<file path="src/design/bmhq_pkg.sv">
// ----------------------------------------------------------------------------
// bmhq_pkg
// Shared opcodes, status codes, register indexes and sizes of the heap queue.
// ----------------------------------------------------------------------------
package bmhq_pkg;
    localparam logic [1:0] OP_INSERT  = 2'd0;
    localparam logic [1:0] OP_EXT_MAX = 2'd1;
    localparam logic [1:0] OP_EXT_MIN = 2'd2;
    localparam logic [1:0] OP_EXT_IDX = 2'd3;

    localparam logic [1:0] ST_DONE  = 2'd0;
    localparam logic [1:0] ST_FULL  = 2'd1;
    localparam logic [1:0] ST_EMPTY = 2'd2;

    localparam logic REG_CAPACITY = 1'b0;
    localparam logic REG_SIGNED   = 1'b1;

    // heap size and key width, fixed by the stream field layout
    localparam int DEPTH     = 64;
    localparam int KEY_WIDTH = 32;
    localparam int AW        = $clog2(DEPTH);
    localparam int CW        = $clog2(DEPTH + 1);
endpackage

</file>
<file path="src/design/bmhq_ram.sv">
// ----------------------------------------------------------------------------
// bmhq_ram
// Generic single-port synchronous RAM with registered read data.
// ----------------------------------------------------------------------------
module bmhq_ram #(
    parameter int WIDTH = 32,
    parameter int DEPTH = 64
) (
    input  logic                     i_clk,
    input  logic                     i_we,
    input  logic [$clog2(DEPTH)-1:0] i_addr,
    input  logic [WIDTH-1:0]         i_wdata,
    output logic [WIDTH-1:0]         o_rdata
);
    logic [WIDTH-1:0] r_mem [DEPTH];
    logic [WIDTH-1:0] r_rdata;

    always_ff @(posedge i_clk) begin
        if (i_we) begin
            r_mem[i_addr] <= i_wdata;
        end
        r_rdata <= r_mem[i_addr];
    end

    assign o_rdata = r_rdata;
endmodule

</file>
<file path="src/design/binary_max_heap_queue_core.sv">
// ----------------------------------------------------------------------------
// binary_max_heap_queue_core
// Binary max-heap priority queue held in one synchronous RAM.
// ----------------------------------------------------------------------------
// Usage:
//   Requests enter on s_axis (tdata: opcode, key_in, position from bit 0 up).
//   Each request gives one result on m_axis (tdata: key_out, status,
//   count_after from bit 0 up). Registers are written through i_cfg_* while
//   the block is idle: index 0 capacity, index 1 signed compare.
//   One request is worked at a time through a single-port key RAM; the moving
//   key is held in a register and written once, into its final slot. Per request:
//     insert          the new key climbs from the next free slot
//     extract max     the root is taken, the last key descends from it
//     extract min     the leaves are scanned, then as extract at index
//     extract index   the slot is taken, the last key climbs or descends
//   The result is held in an output register; while the receiver stalls the
//   result waits and no new request is taken.
//   Reset (synchronous, active low) empties the heap and restores capacity 64
//   and unsigned compare. RAM contents need no clearing: only entries below
//   the count are ever read.
// ----------------------------------------------------------------------------
module binary_max_heap_queue_core
    import bmhq_pkg::*;
(
    input  logic        i_clk,
    input  logic        i_rst_n,
    input  logic        s_axis_tvalid,
    output logic        s_axis_tready,
    input  logic [39:0] s_axis_tdata,   // opcode[1:0], key_in[33:2], position[39:34]
    output logic        m_axis_tvalid,
    input  logic        m_axis_tready,
    output logic [47:0] m_axis_tdata,   // key_out[31:0], status[33:32], count[40:34]
    input  logic        i_cfg_we,
    input  logic        i_cfg_index,
    input  logic [6:0]  i_cfg_wdata
);
    localparam logic [3:0] S_IDLE     = 4'd0;
    localparam logic [3:0] S_UP_RD    = 4'd1;  // read parent of hole
    localparam logic [3:0] S_UP_CMP   = 4'd2;  // parent arrives, move or stop
    localparam logic [3:0] S_DN_RL    = 4'd3;  // read left child
    localparam logic [3:0] S_DN_RR    = 4'd4;  // capture left, read right
    localparam logic [3:0] S_DN_CMP   = 4'd5;  // pick larger, move or stop
    localparam logic [3:0] S_SC_FIRST = 4'd6;  // first leaf arrives
    localparam logic [3:0] S_SC_CMP   = 4'd7;  // next leaf arrives
    localparam logic [3:0] S_RM_ADR   = 4'd8;  // read removed slot
    localparam logic [3:0] S_RM_KEY   = 4'd9;  // removed key arrives, read last
    localparam logic [3:0] S_RM_LAST  = 4'd10; // last key arrives
    localparam logic [3:0] S_OUT      = 4'd11;

    logic [3:0]           r_st;
    logic [CW-1:0]        r_cnt;
    logic [6:0]           r_cap;
    logic                 r_sgn;
    logic [AW-1:0]        r_i, r_j, r_m;
    logic [KEY_WIDTH-1:0] r_ki, r_kl, r_km;
    logic                 r_hr;        // right child present
    logic                 r_moved;     // key climbed at least once
    logic [1:0]           r_op;
    logic [CW-1:0]        r_scan;
    logic [KEY_WIDTH-1:0] r_kout;
    logic [1:0]           r_status;
    logic                 r_ovalid;

    logic                 we;
    logic [AW-1:0]        addr;
    logic [KEY_WIDTH-1:0] wdata, rdata;

    bmhq_ram #(.WIDTH(KEY_WIDTH), .DEPTH(DEPTH)) u_ram (
        .i_clk(i_clk), .i_we(we), .i_addr(addr), .i_wdata(wdata), .o_rdata(rdata)
    );

    function automatic logic gt(input logic [KEY_WIDTH-1:0] a,
                                input logic [KEY_WIDTH-1:0] b, input logic s);
        logic [KEY_WIDTH-1:0] x, y;
        x = a; y = b;
        x[KEY_WIDTH-1] = a[KEY_WIDTH-1] ^ s;
        y[KEY_WIDTH-1] = b[KEY_WIDTH-1] ^ s;
        return x > y;
    endfunction

    logic [1:0]           in_op;
    logic [KEY_WIDTH-1:0] in_key;
    logic [5:0]           in_pos;
    logic                 accept;
    logic [CW-1:0]        cap_eff;
    logic [AW+1:0]        lft, rgt, cnt_x;
    logic [AW-1:0]        par, last_ix;
    logic                 up_done, up_swap;
    logic                 dn_take_l, dn_take_r, dn_stay;
    logic [KEY_WIDTH-1:0] dn_kbl, dn_kb;
    logic [AW-1:0]        dn_big;
    logic                 sc_less;

    assign in_op   = s_axis_tdata[1:0];
    assign in_key  = s_axis_tdata[KEY_WIDTH+1:2];
    assign in_pos  = s_axis_tdata[39:34];
    assign accept  = s_axis_tvalid && s_axis_tready;
    assign cap_eff = (r_cap > 7'(DEPTH)) ? CW'(DEPTH) : CW'(r_cap);
    assign cnt_x   = (AW+2)'(r_cnt);
    assign lft     = {1'b0, r_i, 1'b1};
    assign rgt     = lft + (AW+2)'(1);
    assign par     = AW'((r_i - AW'(1)) >> 1);
    assign last_ix = AW'(r_cnt - CW'(1));

    // sift decisions
    assign up_done   = (r_op == OP_INSERT) || r_moved;
    assign up_swap   = gt(r_ki, rdata, r_sgn);
    assign dn_take_l = gt(r_kl, r_ki, r_sgn);
    assign dn_kbl    = dn_take_l ? r_kl : r_ki;
    assign dn_take_r = r_hr && gt(rdata, dn_kbl, r_sgn);
    assign dn_kb     = dn_take_r ? rdata : dn_kbl;
    assign dn_big    = dn_take_r ? AW'(rgt) : (dn_take_l ? AW'(lft) : r_i);
    assign dn_stay   = !dn_take_l && !dn_take_r;
    assign sc_less   = gt(r_km, rdata, r_sgn);

    assign s_axis_tready = (r_st == S_IDLE) && !r_ovalid;
    assign m_axis_tvalid = r_ovalid;
    assign m_axis_tdata  = {7'd0, r_cnt, r_status, r_kout};

    // RAM port control
    always_comb begin
        we = 1'b0; addr = r_i; wdata = r_ki;
        unique case (r_st)
            S_IDLE: begin
                if (accept) begin
                    if (in_op == OP_EXT_MIN)      addr = AW'(r_cnt >> 1);
                    else if (in_op == OP_EXT_MAX) addr = '0;
                    else                          addr = AW'(in_pos);
                end
            end
            S_UP_RD: begin
                if (r_i == '0) we = up_done;
                else addr = par;
            end
            S_UP_CMP: begin
                we = up_swap || up_done;
                wdata = up_swap ? rdata : r_ki;
            end
            S_DN_RL: begin
                if (lft >= cnt_x) we = 1'b1;
                else addr = AW'(lft);
            end
            S_DN_RR:              addr = AW'(rgt);
            S_DN_CMP: begin
                we = 1'b1; wdata = dn_kb;
            end
            S_SC_FIRST, S_SC_CMP: addr = AW'(r_scan);
            S_RM_ADR:             addr = r_i;
            S_RM_KEY:             addr = last_ix;
            default:              addr = r_i;
        endcase
    end

    // Sequencer
    always_ff @(posedge i_clk) begin
        if (!i_rst_n) begin
            r_st <= S_IDLE; r_cnt <= '0; r_cap <= 7'd64; r_sgn <= 1'b0;
            r_ovalid <= 1'b0;
        end else begin
            if (i_cfg_we) begin
                if (i_cfg_index == REG_CAPACITY) r_cap <= i_cfg_wdata;
                else if (i_cfg_index == REG_SIGNED) r_sgn <= i_cfg_wdata[0];
            end
            if (r_ovalid && m_axis_tready) r_ovalid <= 1'b0;
            unique case (r_st)
                S_IDLE: if (accept) begin
                    r_op <= in_op; r_kout <= '0; r_status <= ST_DONE; r_moved <= 1'b0;
                    if (in_op == OP_INSERT) begin
                        if (r_cnt >= cap_eff) begin
                            r_status <= ST_FULL; r_st <= S_OUT;
                        end else begin
                            r_i <= AW'(r_cnt); r_ki <= in_key;
                            r_cnt <= r_cnt + CW'(1); r_st <= S_UP_RD;
                        end
                    end else if (r_cnt == '0 ||
                                 (in_op == OP_EXT_IDX && CW'(in_pos) >= r_cnt)) begin
                        r_status <= ST_EMPTY; r_st <= S_OUT;
                    end else if (in_op == OP_EXT_MIN) begin
                        r_m <= AW'(r_cnt >> 1);
                        r_scan <= (r_cnt >> 1) + CW'(1);
                        r_st <= S_SC_FIRST;
                    end else begin
                        r_i <= (in_op == OP_EXT_MAX) ? AW'(0) : AW'(in_pos);
                        r_st <= S_RM_KEY;
                    end
                end
                // leaf scan, lowest index kept on ties
                S_SC_FIRST: begin
                    r_km <= rdata;
                    if (r_scan < r_cnt) begin
                        r_j <= AW'(r_scan); r_scan <= r_scan + CW'(1); r_st <= S_SC_CMP;
                    end else begin
                        r_i <= r_m; r_st <= S_RM_ADR;
                    end
                end
                S_SC_CMP: begin
                    if (sc_less) begin r_km <= rdata; r_m <= r_j; end
                    if (r_scan < r_cnt) begin
                        r_j <= AW'(r_scan); r_scan <= r_scan + CW'(1);
                    end else begin
                        r_i <= sc_less ? r_j : r_m; r_st <= S_RM_ADR;
                    end
                end
                S_RM_ADR: r_st <= S_RM_KEY;
                // removed key arrives; fetch last unless it is the removed slot
                S_RM_KEY: begin
                    r_kout <= rdata;
                    r_cnt <= r_cnt - CW'(1);
                    r_st <= (last_ix == r_i) ? S_OUT : S_RM_LAST;
                end
                S_RM_LAST: begin
                    r_ki <= rdata;
                    r_st <= (r_op == OP_EXT_MAX) ? S_DN_RL : S_UP_RD;
                end
                // sift up
                S_UP_RD: begin
                    if (r_i == '0) r_st <= up_done ? S_OUT : S_DN_RL;
                    else r_st <= S_UP_CMP;
                end
                S_UP_CMP: begin
                    if (up_swap) begin
                        r_i <= par; r_moved <= 1'b1; r_st <= S_UP_RD;
                    end else begin
                        r_st <= up_done ? S_OUT : S_DN_RL;
                    end
                end
                // sift down
                S_DN_RL: r_st <= (lft >= cnt_x) ? S_OUT : S_DN_RR;
                S_DN_RR: begin
                    r_kl <= rdata; r_hr <= (rgt < cnt_x); r_st <= S_DN_CMP;
                end
                S_DN_CMP: begin
                    if (dn_stay) r_st <= S_OUT;
                    else begin r_i <= dn_big; r_st <= S_DN_RL; end
                end
                S_OUT: begin
                    r_ovalid <= 1'b1; r_st <= S_IDLE;
                end
                default: r_st <= S_IDLE;
            endcase
        end
    end

    assert property (@(posedge i_clk) disable iff (!i_rst_n)
        r_cnt <= CW'(DEPTH)) else $error("count above depth");
    assert property (@(posedge i_clk) disable iff (!i_rst_n)
        s_axis_tready |-> !m_axis_tvalid) else $error("accept while result pending");
    assert property (@(posedge i_clk) disable iff (!i_rst_n)
        (m_axis_tvalid && m_axis_tdata[33:32] != ST_DONE) |-> m_axis_tdata[31:0] == '0)
        else $error("failed op returns key");
endmodule

</file>
<file path="config.mk">
export PLATFORM = sky130hd
export DESIGN_NAME = binary_max_heap_queue_core
export DESIGN_NICKNAME = d
export VERILOG_FILES = /design/src/design/bmhq_pkg.sv /design/src/design/bmhq_ram.sv /design/src/design/binary_max_heap_queue_core.sv
export SDC_FILE = /design/constraint.sdc
export NUM_CORES = 2
export LEC_CHECK = 0
export BUFFER_PORTS_ARGS = -buffer_cell sky130_fd_sc_hd__buf_4
export CORE_MARGIN = 2
export CORE_UTILIZATION = 26
export CTS_CLUSTER_DIAMETER = 40
export DETAILED_ROUTE_END_ITERATION = 10
export MAX_ROUTING_LAYER = met4
export PLACE_DENSITY = 0.49
export SYNTH_ARGS = -nofsm -noshare
export SYNTH_HDL_FRONTEND = slang
export SYNTH_HIERARCHICAL = 1
export SYNTH_SLANG_ARGS = --single-unit
</file>
<file path="constraint.sdc">
create_clock -name i_clk -period 8 [get_ports i_clk]
set_clock_uncertainty 0.15 [all_clocks]
set_input_delay 0 -clock i_clk [delete_from_list [all_inputs] [get_ports i_clk]]
set_output_delay 0 -clock i_clk [all_outputs]
set_load 0.03 [all_outputs]
</file>
==> flow_metrics.env <==
export IMPL_route_detailed_drc=0
export IMPL_met3_length_um=31100
export IMPL_core_sq_mm=0.350
export IMPL_dr_pass1_iters=6
export IMPL_ys_seq_elements=2259
export IMPL_final_hold_viol_count=0
export IMPL_antenna_found_initial=20
export IMPL_synth_top_cell_by_area="edfxtp_1"
export IMPL_cp_slowest_cell="a21oi_1"
export IMPL_clk_path_buf_depth=4
export IMPL_final_nets=6349
export IMPL_cp_cell_sequence="inv_1 -> ha_1 -> nand2b_1 -> a21boi_0 -> o21ai_0 -> a21oi_1 -> nor3_1 -> a2111oi_0 -> buf_4 -> o21ai_4 -> buf_12 -> nor2_4 -> buf_4 -> buf_12 -> a221oi_1 -> nor3_1 -> or4_1 -> a21oi_1 -> nand4_1"
export IMPL_worstSetupEndpointType="flip-flop"
export IMPL_cp_start_kind="flip-flop"
export IMPL_place_ws_ns=0.831
export IMPL_ys_types=89
export IMPL_synth_edf_count=2207
export IMPL_r2r_start="r_cnt[1]$_SDFFE_PN0P_"
export IMPL_synth_flop_cell="edfxtp_1"
export IMPL_top_layer="met4"
export IMPL_initial_core_util_pct=26.2
export IMPL_maxSlewHeadroom_pct=-4.53
export IMPL_setup_viol=0
export IMPL_ys_async_sr_fraction_pct=0
export IMPL_cts_buffers=329
export IMPL_final_min_clock_period_ns=7.40
export IMPL_area_growth_pct=23.5
export IMPL_yosysSeqAreaShare_pct=73.6
export IMPL_finalWirelength_um=339000
export IMPL_min_path_type="primary input to flip-flop"
export IMPL_syn_avg_cell_area_sq_um=16.2
export IMPL_synth_area_leaders="edfxtp_1 72%, a221oi_1 3.0%, a22oi_1 2.5%"
export IMPL_post_cts_buffers=0
export IMPL_drv_slew=3
export IMPL_max_cap_violations=1
export IMPL_grt_max_degree=98
export IMPL_finalCritPeriodShare_pct=92.5
export IMPL_die_area_sq_mm=0.357
export IMPL_cts_resized=0
export IMPL_max_stage_delay_ns=1.19
export IMPL_synth_top_area_share_pct=72.4
export IMPL_min_path_cells=4
export IMPL_cts_root_buf="clkbuf_16"
export IMPL_vias=59400
export IMPL_netlist_instances=5635
export IMPL_crit_type="flip-flop to flip-flop"
export IMPL_grt_overflow=0
export IMPL_synth_warnings=6
export IMPL_rrSetupSlack_ns=0.60
export IMPL_routed_via_density=5.40
export IMPL_place_detailed_hpwl_um=204000
export IMPL_ctsHoldBuffers=116
export IMPL_grt_use_total_pct=18.9
export IMPL_path_max_fanout=52
export IMPL_cp_arrival_ns=7.95
export IMPL_critPathRequiredTime_ns=8.55
export IMPL_grt_pass1_wl_um=466000
export IMPL_clkLatencyLatePin_ns=0.88
export IMPL_min_to="r_i[3]$_DFFE_PP_"
export IMPL_drt_wirelength_per_cell_um=30.8
export IMPL_postRouteAntennaNets=0
export IMPL_drive_above_1_share_pct=20.2
export IMPL_syn_cell_area_sq_mm=0.0915
export IMPL_critPathBufInv=5
export IMPL_rsz0062_at_grt="no"
export IMPL_worstMarginPinSlew_ns=1.57
export IMPL_post_route_cell_area_sq_mm=0.113
export IMPL_met2WireLength_um=154000
export IMPL_fin_ws_ns=0.602
export IMPL_die_w_um=597
export IMPL_reg2regPathDepth=19
export IMPL_finalSetupTns_ns=0
export IMPL_place_area_sq_mm=0.101
export IMPL_io_pins=103
export IMPL_gp_congestion=0.884
export IMPL_wl_met1_um=143000
export IMPL_htree_levels=5
export IMPL_outcome="complete, but fails checks"
export IMPL_core_rowCount=217
export IMPL_min_delay_start="s_axis_tdata[37]"
export IMPL_critPathTopFamily="compound AO/OA/AOI/OAI gates"
export IMPL_clk_pin_slew_ns=0.05
export IMPL_r2r_end="u_ram/o_rdata[18]$_DFF_P_"
export IMPL_port_buffers=95
export IMPL_tritoncts="done"
export IMPL_violations="capacitance limit, slew limit"
export IMPL_grt_pass1_vias=57600
export IMPL_clock_sinks=2259
export IMPL_die_h_um=597
export IMPL_timing_fmax_mhz=135
export IMPL_drt_iter0_drc=8155
-- cell usage after synthesis, types with 23 or more instances --
library cell and number:
a211oi_1 52, a222oi_1 38, a221o_1 49, o21ai_0 152, a221oi_1 317, a22oi_1 308
buf_6 26, nand2b_1 33, a21o_1 43, nand4_1 39, buf_4 31, a21oi_1 249
dfxtp_1 52, a2111oi_0 23, mux2_2 108, nand3_1 38, clkbuf_1 156, buf_2 139
inv_1 88, o22ai_1 136, nor2_1 280, mux2i_1 217, ha_1 164, o221ai_1 27
edfxtp_1 2207, o21a_1 36, nor3_1 61, mux4_2 45, buf_1 41, nand2_1 167
-- through the flow --
step	util, %	cells	hold WS (ns)
after global placement	28.8	10300	0.0914
after detailed placement	28.8	10300	0.107
after CTS	32.3	11000	0.0592
after global routing	32.3	11000	0.130
after floorplan	-	5641	-0.0611
final	32.3	11000	0.119
-- area by class of cell --
class	count	area, sq um
multi-input combinational	2898	22700
antenna	9	22.5
clock buffer	357	8370
fill	33700	237000
timing repair buffer	554	5650
tap	4599	5750
inverter	90	343
clock inverter	239	2880
sequential	2259	67300
-- worst max path at each step --
| stage | start | end | slack, ns | cells past startpoint |
|---|---|---|---|---|
| global route | r_cnt[1]$_SDFFE_PN0P_ | u_ram/o_rdata[18]$_DFF_P_ | 0.57 | 20 |
| detailed placement | r_cnt[1]$_SDFFE_PN0P_ | u_ram/o_rdata[18]$_DFF_P_ | 0.83 | 19 |
| floorplan | r_cnt[1]$_SDFFE_PN0P_ | u_ram/r_mem[12][0]$_DFFE_PP_ | 1.78 | 19 |
| finish | r_cnt[1]$_SDFFE_PN0P_ | u_ram/o_rdata[18]$_DFF_P_ | 0.60 | 19 |
| CTS | r_cnt[1]$_SDFFE_PN0P_ | u_ram/o_rdata[18]$_DFF_P_ | 0.85 | 19 |
| global placement | r_cnt[1]$_SDFFE_PN0P_ | u_ram/o_rdata[18]$_DFF_P_ | 0.84 | 18 |
-- cell families after synthesis --
group	Yosys count	synth area share (%)
AOI/OAI and AO/OA	1567	12.5
xor gates and xnor gates	35	0.335
adders and majority gates	164	2.24
buffers and inverters	484	2.53
DFF	2259	73.6
muxes	384	4.99
other	1	0.00410
and+or+nand+nor	741	3.82
-- worst register-to-register path, cell delays in order, from the launching register on --
cell	delay [ns]
dfxtp_1	0.68
inv_1	0.29
ha_1	0.36
nand2b_1	0.10
a21boi_0	0.08
o21ai_0	0.18
a21oi_1	0.22
nor3_1	0.53
a2111oi_0	0.27
buf_4	0.22
o21ai_4	0.74
buf_12	0.44
nor2_4	0.16
buf_4	0.29
buf_12	0.26
a221oi_1	0.31
nor3_1	0.09
or4_1	0.55
a21oi_1	1.19
nand4_1	0.18
-- sequential cells by signal, indices dropped and copies added (netlist names) --
| name | cells |
|---|---|
| r_m | 6 |
| r_ki | 32 |
| r_scan | 7 |
| u_ram/r_mem | 2048 |
| r_cnt | 7 |
| r_kout | 32 |
| r_kl | 32 |
| r_km | 32 |
| r_sgn | 1 |
| m_axis_tvalid | 1 |
| r_hr | 1 |
| r_st | 4 |
| u_ram/o_rdata | 32 |
| r_moved | 1 |
| r_status | 2 |
| r_j | 6 |
| r_op | 2 |
| r_cap | 7 |
| r_i | 6 |
-- metal layers --
metal | global-route usage (%) | vias up
met5 | - | -
li1 | - | 24300
met3 | 3.25 | 537
met1 | 25.6 | 31400
met2 | 29.0 | 3284
met4 | 5.52 | 0
-- cells in the final DEF (no fill, tap or decap), types with 108 or more instances in the layout --
| master | netlist | layout |
|---|---|---|
| mux2i_1 | 217 | 217 |
| dlygate4sd3_1 | 0 | 116 |
| a22oi_1 | 308 | 308 |
| nor2_1 | 280 | 207 |
| a21oi_1 | 249 | 246 |
| edfxtp_1 | 2207 | 2207 |
| mux2_2 | 108 | 108 |
| ha_1 | 164 | 164 |
| buf_4 | 31 | 342 |
| a221oi_1 | 317 | 315 |
| o22ai_1 | 136 | 136 |
| o21ai_0 | 152 | 149 |
| clkbuf_16 | 0 | 329 |
| nand2_1 | 167 | 167 |
Power is left out: the tool's default activity adds up to more than one toggle a clock period on the data nets, which glitch-free logic cannot reach.
